File: src/hw/rtl/vzc_pkg.sv
// ----------------------------------------------------------------------------
// vzc_pkg: shared types, codes and helpers for the varint / zigzag codec
// Sequencer states, action codes, byte-group constants and zigzag mapping.
// ----------------------------------------------------------------------------
package vzc_pkg;

	// Sequencer states
	typedef enum logic [1:0] {
		ST_IDLE,
		ST_ENC,
		ST_DEC
	} vzc_state_t;

	// Action codes carried on the action field
	localparam logic ACT_ENCODE = 1'b0;
	localparam logic ACT_DECODE = 1'b1;

	// Byte group layout
	localparam int unsigned GROUP_BITS = 7;
	localparam logic [7:0]  CONT_MASK  = 8'h80;
	localparam logic [6:0]  GROUP_MASK = 7'h7F;

	// Byte limits per value width
	localparam logic [3:0] LIMIT_NARROW = 4'd5;
	localparam logic [3:0] LIMIT_WIDE   = 4'd10;

	// Index of the last possible byte of an encoded 64-bit value
	localparam logic [3:0] ENC_LAST_IDX = 4'd9;

	// Map a value to the unsigned form that gets encoded
	function automatic logic [63:0] vzc_zz_encode(input logic [63:0] v, input logic wide);
		logic [31:0] x;
		begin
			x = v[31:0];
			if (wide) begin
				vzc_zz_encode = {v[62:0], 1'b0} ^ {64{v[63]}};
			end else begin
				vzc_zz_encode = {32'd0, {x[30:0], 1'b0} ^ {32{x[31]}}};
			end
		end
	endfunction

	// Undo the zigzag mapping; narrow results are sign-extended from bit 31
	function automatic logic [63:0] vzc_zz_decode(input logic [63:0] v, input logic wide);
		logic [31:0] r;
		begin
			r = {1'b0, v[31:1]} ^ {32{v[0]}};
			if (wide) begin
				vzc_zz_decode = {1'b0, v[63:1]} ^ {64{v[0]}};
			end else begin
				vzc_zz_decode = {{32{r[31]}}, r};
			end
		end
	endfunction

endpackage

File: src/hw/rtl/varint_zigzag_codec.sv
// ----------------------------------------------------------------------------
// varint_zigzag_codec: base-128 varint encoder / decoder with zigzag mapping
// One shared 64-bit shifter under a small sequencer; a new input word is taken only once the last is finished.
// ----------------------------------------------------------------------------
// Usage: an encode word (action = 0) takes value_in, zigzag-maps it when
// signed_mode is set, and returns 1 to 10 byte words, least significant
// seven-bit group first, bit 7 set on all but the final byte, which carries
// last = 1. A decode word (action = 1) takes one byte_in; its seven data bits
// are merged into an internal accumulator, and a value word (is_value = 1) is
// returned once a byte arrives with bit 7 clear or the byte limit (5 for
// 32-bit, 10 for 64-bit) is reached; hitting the limit with bit 7 still set
// raises overlong. The width and signed mode of a decode sequence are taken
// from its first byte. Encode words may be interleaved with a partly decoded
// sequence without disturbing it. Timing: in_ready is high only while the
// sequencer is idle. An encode word is accepted in the idle state and then
// emits its bytes from the encode state; the single shifter peels one
// seven-bit group per cycle while the output register can take a word. A
// decode byte is accepted in the idle state, and the shifter places its group
// in the accumulator in the decode state. A full output register stalls the
// sequencer until the waiting word is taken.
// ----------------------------------------------------------------------------
module varint_zigzag_codec
	import vzc_pkg::*;
(
	input  logic        clk,
	input  logic        arst_n,

	input  logic        in_valid,
	output logic        in_ready,
	input  logic        action,
	input  logic        wide,
	input  logic        signed_mode,
	input  logic [63:0] value_in,
	input  logic [7:0]  byte_in,

	output logic        out_valid,
	input  logic        out_ready,
	output logic        is_value,
	output logic [7:0]  byte_out,
	output logic        last,
	output logic [63:0] value_out,
	output logic        overlong
);

	// ------------------------------------------------------------------
	// State
	// ------------------------------------------------------------------
	vzc_state_t  state_q, state_nxt;

	// Encode: remaining groups and count of bytes already emitted
	logic [63:0] enc_val_q;
	logic [3:0]  enc_cnt_q;

	// Decode: accumulator and sequence context
	logic [63:0] acc_q;
	logic [3:0]  dec_cnt_q;
	logic        dec_active_q;
	logic        held_wide_q;
	logic        held_signed_q;
	logic [7:0]  dec_byte_q;

	// Output register
	logic        out_valid_q;
	logic        is_value_q;
	logic [7:0]  byte_out_q;
	logic        last_q;
	logic [63:0] value_out_q;
	logic        overlong_q;

	// ------------------------------------------------------------------
	// Control
	// ------------------------------------------------------------------
	logic        in_fire;
	logic        slot_free;
	logic        enc_fire;
	logic        dec_fire;
	logic        dec_emit;

	// Shared shifter
	logic [63:0] sh_op;
	logic [5:0]  sh_amt;
	logic        sh_left;
	logic [63:0] sh_res;

	// Encode step
	logic        enc_last;
	logic [7:0]  enc_byte;

	// Decode step
	logic [6:0]  dec_shift_full;
	logic [63:0] acc_nxt;
	logic [3:0]  dec_cnt_nxt;
	logic [3:0]  dec_limit;
	logic        dec_cont;
	logic        dec_done;
	logic [63:0] dec_value;

	// ------------------------------------------------------------------
	// Next-state logic
	// ------------------------------------------------------------------
	always_comb begin
		state_nxt = state_q;
		case (state_q)
			ST_IDLE: begin
				if (in_valid) begin
					state_nxt = (action == ACT_DECODE) ? ST_DEC : ST_ENC;
				end
			end
			ST_ENC: begin
				if (slot_free && enc_last) begin
					state_nxt = ST_IDLE;
				end
			end
			ST_DEC: begin
				if (slot_free) begin
					state_nxt = ST_IDLE;
				end
			end
			default: begin
				state_nxt = ST_IDLE;
			end
		endcase
	end

	// ------------------------------------------------------------------
	// Output / strobe logic
	// ------------------------------------------------------------------
	always_comb begin
		in_ready  = (state_q == ST_IDLE);
		in_fire   = in_valid && in_ready;
		// Output register can take a new word when empty or being drained
		slot_free = !out_valid_q || out_ready;
		enc_fire  = (state_q == ST_ENC) && slot_free;
		dec_fire  = (state_q == ST_DEC) && slot_free;
		dec_emit  = dec_fire && dec_done;
	end

	// ------------------------------------------------------------------
	// Shared shifter: right by one group when encoding, left by 7*count
	// when placing a decode group
	// ------------------------------------------------------------------
	assign dec_shift_full = {dec_cnt_q, 3'b000} - {3'b000, dec_cnt_q};

	always_comb begin
		if (state_q == ST_DEC) begin
			sh_op   = {57'd0, dec_byte_q[6:0] & GROUP_MASK};
			sh_amt  = dec_shift_full[5:0];
			sh_left = 1'b1;
		end else begin
			sh_op   = enc_val_q;
			sh_amt  = 6'(GROUP_BITS);
			sh_left = 1'b0;
		end
		sh_res = sh_left ? (sh_op << sh_amt) : (sh_op >> sh_amt);
	end

	// ------------------------------------------------------------------
	// Encode step: emit low group, flag continuation unless this is the end
	// ------------------------------------------------------------------
	always_comb begin
		enc_last = (enc_val_q[63:7] == 57'd0) || (enc_cnt_q == ENC_LAST_IDX);
		if (enc_last) begin
			enc_byte = enc_val_q[7:0];
		end else begin
			enc_byte = CONT_MASK | {1'b0, enc_val_q[6:0]};
		end
	end

	// ------------------------------------------------------------------
	// Decode step: merge group, drop bits above the width, check end
	// ------------------------------------------------------------------
	always_comb begin
		acc_nxt = acc_q | sh_res;
		if (!held_wide_q) begin
			acc_nxt = {32'd0, acc_nxt[31:0]};
		end
		dec_cnt_nxt = dec_cnt_q + 4'd1;
		dec_limit   = held_wide_q ? LIMIT_WIDE : LIMIT_NARROW;
		dec_cont    = (dec_byte_q & CONT_MASK) != 8'd0;
		dec_done    = !dec_cont || (dec_cnt_nxt >= dec_limit);
		dec_value   = held_signed_q ? vzc_zz_decode(acc_nxt, held_wide_q) : acc_nxt;
	end

	// ------------------------------------------------------------------
	// Control registers
	// ------------------------------------------------------------------
	always_ff @(posedge clk or negedge arst_n) begin
		if (!arst_n) begin
			state_q       <= ST_IDLE;
			enc_cnt_q     <= 4'd0;
			acc_q         <= 64'd0;
			dec_cnt_q     <= 4'd0;
			dec_active_q  <= 1'b0;
			held_wide_q   <= 1'b0;
			held_signed_q <= 1'b0;
			out_valid_q   <= 1'b0;
		end else begin
			state_q <= state_nxt;

			// Start a new decode sequence on its first byte only
			if (in_fire && (action == ACT_DECODE) && !dec_active_q) begin
				acc_q         <= 64'd0;
				dec_cnt_q     <= 4'd0;
				held_wide_q   <= wide;
				held_signed_q <= signed_mode;
				dec_active_q  <= 1'b1;
			end

			if (in_fire && (action == ACT_ENCODE)) begin
				enc_cnt_q <= 4'd0;
			end else if (enc_fire) begin
				enc_cnt_q <= enc_cnt_q + 4'd1;
			end

			if (dec_fire) begin
				if (dec_done) begin
					acc_q        <= 64'd0;
					dec_cnt_q    <= 4'd0;
					dec_active_q <= 1'b0;
				end else begin
					acc_q     <= acc_nxt;
					dec_cnt_q <= dec_cnt_nxt;
				end
			end

			// Drop a taken word, load a new one
			if (enc_fire || dec_emit) begin
				out_valid_q <= 1'b1;
			end else if (out_ready) begin
				out_valid_q <= 1'b0;
			end
		end
	end

	// ------------------------------------------------------------------
	// Payload registers
	// ------------------------------------------------------------------
	always_ff @(posedge clk) begin
		if (in_fire && (action == ACT_ENCODE)) begin
			if (signed_mode) begin
				enc_val_q <= vzc_zz_encode(value_in, wide);
			end else if (wide) begin
				enc_val_q <= value_in;
			end else begin
				enc_val_q <= {32'd0, value_in[31:0]};
			end
		end else if (enc_fire) begin
			enc_val_q <= sh_res;
		end

		if (in_fire && (action == ACT_DECODE)) begin
			dec_byte_q <= byte_in;
		end

		if (enc_fire) begin
			is_value_q  <= 1'b0;
			byte_out_q  <= enc_byte;
			last_q      <= enc_last;
			value_out_q <= 64'd0;
			overlong_q  <= 1'b0;
		end else if (dec_emit) begin
			is_value_q  <= 1'b1;
			byte_out_q  <= 8'd0;
			last_q      <= 1'b0;
			value_out_q <= dec_value;
			overlong_q  <= dec_cont;
		end
	end

	assign out_valid = out_valid_q;
	assign is_value  = is_value_q;
	assign byte_out  = byte_out_q;
	assign last      = last_q;
	assign value_out = value_out_q;
	assign overlong  = overlong_q;

	// ------------------------------------------------------------------
	// Assertions
	// ------------------------------------------------------------------
`ifndef SYNTHESIS
	// Encoder never runs past the tenth byte
	a_enc_cnt: assert property (@(posedge clk) disable iff (!arst_n)
		(state_q == ST_ENC) |-> (enc_cnt_q <= ENC_LAST_IDX))
		else $error("encode byte count out of range");

	// An open decode sequence stays below its byte limit
	a_dec_cnt: assert property (@(posedge clk) disable iff (!arst_n)
		dec_active_q |-> (dec_cnt_q < (held_wide_q ? LIMIT_WIDE : LIMIT_NARROW)))
		else $error("decode byte count reached limit without a result");

	// Continuation bit of an encoded byte is the inverse of last
	a_cont_last: assert property (@(posedge clk) disable iff (!arst_n)
		(out_valid && !is_value) |-> (byte_out[7] != last))
		else $error("continuation bit disagrees with last");

	// Sequencer stays busy after accepting a word
	a_busy: assert property (@(posedge clk) disable iff (!arst_n)
		(in_valid && in_ready) |=> !in_ready)
		else $error("word accepted while previous still in progress");
`endif

endmodule
File: config.mk
export PLATFORM = sky130hd
export DESIGN_NAME = varint_zigzag_codec
export DESIGN_NICKNAME = d
export VERILOG_FILES = /design/src/hw/rtl/vzc_pkg.sv /design/src/hw/rtl/varint_zigzag_codec.sv
export SDC_FILE = /design/constraint.sdc
export NUM_CORES = 1
export LEC_CHECK = 0
export BUFFER_PORTS_ARGS = -buffer_cell sky130_fd_sc_hd__buf_2
export CORE_MARGIN = 8
export CORE_UTILIZATION = 30
export DETAILED_ROUTE_END_ITERATION = 10
export PLACE_DENSITY_LB_ADDON = 0.25
export SYNTH_ARGS = -nofsm -noshare
export SYNTH_HDL_FRONTEND = slang
export SYNTH_SLANG_ARGS = --single-unit
File: constraint.sdc
create_clock -name clk -period 5.9 [get_ports clk]
set_input_delay 0 -clock clk [delete_from_list [all_inputs] [get_ports clk]]
set_output_delay 0 -clock clk [all_outputs]
set_load 0.005 [all_outputs]
==> summary.md <==
| Metric | Value |
|---|---|
| CTS tree | `done` |
| DIE WIDTH | `221.3 um` |
| Most used cell along the critical path | `nand2_1` |
| Vias | `11940` |
| Status | `complete, but fails checks` |
| Tot GR Track Use | `20.07%` |
| Crit path max-delay family | `simple AND/OR/NAND/NOR gates` |
| DRT Pass-1 Iters | `8` |
| Buf+Inv Stages, Crit Path | `2` |
| Gr ovfl total | `0` |
| Maximum VDD drop | `0.1997 mV` |
| Share of cells above drive strength 1 | `16.39%` |
| Setup CP Type | `flip-flop to flip-flop` |
| Final period demand of the worst path | `4.333 ns` |
| Worst Hold Class | `primary input to flip-flop` |
| Hold Vio Cnt, Final | `1` |
| Clock skew | `0.02459 ns` |
| Row Count | `75` |
| Starting density of the core | `30.27%` |
| Number of fill cells | `4232` |
| Final setup viols | `0` |
| Fraction of registers with async set/reset | `34.67%` |
| First-pass GRT wire length | `76260 um` |
| CP max-delay cell | `nand2_1` |
| Initial antenna violation count | `1` |
| Clock-pin slew on the worst setup and hold paths | `0.06 ns` |
| Largest net degree at the start of global routing | `104` |
| WL/cell | `24.02 um` |
| DR DRC count | `0` |
| Total core area | `41760 um^2` |
| Post-Syn Area | `12640 um^2` |
| WP data arrival | `4.77 ns` |
| Max_slew headroom | `9.949%` |
| Most frequent cells in the layout | `nand2_1 (177), o21ai_0 (164), buf_2 (153), nor2_1 (120), a21oi_1 (110)` |
| Failing checks | `negative hold slack` |
| Slew @ Worst Pin | `1.346 ns` |
| Hold_ws | `-0.004522 ns` |
| YS warnings | `0` |
| Number of global-route vias before repair | `11310` |
| Design area | `15440 um^2` |
| Post-synth top flop | `edfxtp_1` |
| FF+latch count, synth | `225` |
| Fin cells | `2139` |
| Boundary pin count | `156` |
| Cts repair resizes | `0` |
| FMAX | `230.8 MHz` |
| Most common cell after layout, fill and taps aside | `nand2_1` |
| RSZ-0062 raised after global routing | `false` |
| Worst-Skew Late Latency | `0.56 ns` |
| Distinct cells, synth | `73` |
| Placed cells | `2028` |
| Slew Viols, Final | `0` |
| Crit Path Max Fanout | `23` |
| Cells after Synth | `1412` |
| Worst EP required | `6.34 ns` |
| H-tree Lvls | `1` |
| Pwr Density | `542.8 nW/um^2` |
| TritonCTS Buffers | `26` |
| Synth Area per Inst | `8.952 um^2` |
| Leakage | `6.222 nW` |
| Sequential-to-total area share from yosys stat | `45.14%` |
| Tcrit/Tclk final | `73.44%` |
| Area after DPL | `13960 um^2` |
| Total power | `8.383 mW` |
| Largest stage delay, worst path | `0.94 ns` |
| Iter 0 DRT Violations | `1585` |
| Max_cap viols | `0` |
| CP startpoint kind | `flip-flop` |
| DP HPWL | `39240 um` |
| Clk root buf | `clkbuf_16` |
| Number of synthesized flops with an enable pin | `81` |
| Maximum clock path buffer count | `3` |
| CP Capture Type | `flip-flop` |
| Clk sink count | `225` |
| Mapped Nets | `1500` |
| CP Cell Sequence | `inv_1 > ha_1 > ha_1 > a2111o_1 > a21oi_1 > buf_4 > nand2_1 > nand2_1 > nand2_1 > o21ai_0` |
| Die area | `48960 um^2` |
| Setup tns final | `0 ns` |
| Port bufs | `155` |
| Final ANT Viol Nets | `0` |
| Post-Route WL | `51370 um` |
| Routed vias/inst | `5.583` |
| Synth-to-Final Area Change | `22.17%` |
| Die Ht | `221.3 um` |
| GPL Wtd Cong | `0.9756` |
| Final #Nets | `1667` |
[worst paths after layout]
kind                                                  from                          to  slack, ns  cells after the start
worst max-delay path              dec_cnt_q[1]$_DFFE_PN0P_       acc_q[49]$_DFFE_PN0P_       1.57                     10
worst min-delay path                          value_in[16]     enc_val_q[16]$_DFFE_PP_     -0.005                      5
worst max register to register    dec_cnt_q[1]$_DFFE_PN0P_       acc_q[49]$_DFFE_PN0P_       1.57                     10
worst min register to register  value_out[46]$_SDFFE_PP0P_  value_out[46]$_SDFFE_PP0P_       0.46                      2
max in group asynchronous                           arst_n       acc_q[48]$_DFFE_PN0P_       5.13                      3
min in group asynchronous                           arst_n       acc_q[50]$_DFFE_PN0P_       0.04                      3
[cells by family (layout without fill, tap and decap cells)]
| family | count (synthesis) | after routing | share of synthesized area, % |
|---|---|---|---|
| adder cells (fa/ha/maj) | 9 | 9 | 0.8909 |
| AO/OA/AOI/OAI | 497 | 497 | 25.40 |
| buffers and inverters | 128 | 315 | 4.029 |
| other | 0 | 1 | 0 |
| flip-flops | 225 | 225 | 45.14 |
| XOR/XNOR | 88 | 88 | 6.157 |
| multiplexers | 32 | 32 | 2.970 |
| AND/OR/NAND/NOR | 433 | 433 | 15.41 |
[registers in the layout (all words and copies together), names as in the netlist, 2 cells and up]
name        flops
acc_q          64
byte_out        8
dec_byte_q      8
dec_cnt_q       4
enc_cnt_q       4
enc_val_q      64
state_q         2
value_out      64
[synthesized netlist by cell type (8+ instances only)]
cell	n	share of area [%]
dfrtp_1	78	15
dfxtp_1	66	10
nand2_1	178	5.3
nor2_1	122	3.6
a222oi_1	8	0.63
a211oi_1	10	0.59
ha_1	9	0.89
a211o_1	10	0.69
buf_1	15	0.45
a21oi_1	110	4.4
and3_1	11	0.54
a2bb2oi_1	15	1.0
nand2b_1	18	0.89
a221o_1	11	0.87
nand4_1	9	0.45
buf_2	20	0.79
o21a_1	8	0.48
clkbuf_1	78	2.3
o211ai_1	21	1.2
a21o_1	8	0.48
edfxtp_1	81	19
nor4_1	19	0.94
xor2_1	34	2.4
a22o_1	10	0.69
mux2i_1	24	1.9
a22oi_1	24	1.4
nand3_1	18	0.71
o22ai_1	26	1.3
a221oi_1	12	0.83
inv_1	14	0.42
o21ai_0	165	6.5
xnor2_1	53	3.7
o221ai_1	15	1.0
nor3_1	19	0.75
and2_1	8	0.40
[cell type report]
| cell class | count | area (um^2) | share of cell area (%) |
|---|---|---|---|
| multi-input combinational | 1059 | 6472 | 41.91 |
| sequential | 225 | 5705 | 36.95 |
| timing repair buffer | 253 | 1682 | 10.89 |
| clock buffer | 36 | 730.7 | 4.732 |
| tap | 539 | 674.4 | 4.367 |
| clock inverter | 12 | 122.6 | 0.7940 |
| inverter | 14 | 52.55 | 0.3403 |
| antenna | 1 | 2.502 | 0.01620 |
[worst reg2reg max path: stages, from the launching register on]
cell and delay (ns):
dfrtp_1 0.64, inv_1 0.13, ha_1 0.66, ha_1 0.36, a2111o_1 0.36, a21oi_1 0.14, buf_4 0.25, nand2_1 0.51
nand2_1 0.94, nand2_1 0.14, o21ai_0 0.11
[per-layer routing]
layer / wire, um / part of all wire, % / global-route usage (%)
met1: 24750 / 48 / 30.40
met2: 21250 / 41 / 29.15
met3: 4085 / 8.0 / 3.029
met4: 1289 / 2.5 / 5.187
met5: 0 / 0 / 0
[metrics by stage]
stage	utilization [%]	setup slack, ns
after global routing	36.97	1.281
after floorplan	-	2.031
after detailed placement	33.42	1.683
after global placement	33.42	1.798
after CTS	36.97	1.665
final	36.98	1.567
[power by group]
part / internal, mW / switching [mW] / total [mW]
registers: 2.36 / 0.489 / 2.85
clock network: 0.955 / 0.680 / 1.63
logic: 1.30 / 2.60 / 3.90
total: 4.62 / 3.77 / 8.38
[what timing repair did]
action                                  4_1_cts  5_1_grt
setup buffers                                 0        0
hold buffers                                 62        0
hold endpoints to repair                     82        0
endpoints found under the setup margin        0        0
Power figures use the tool's default switching activity.
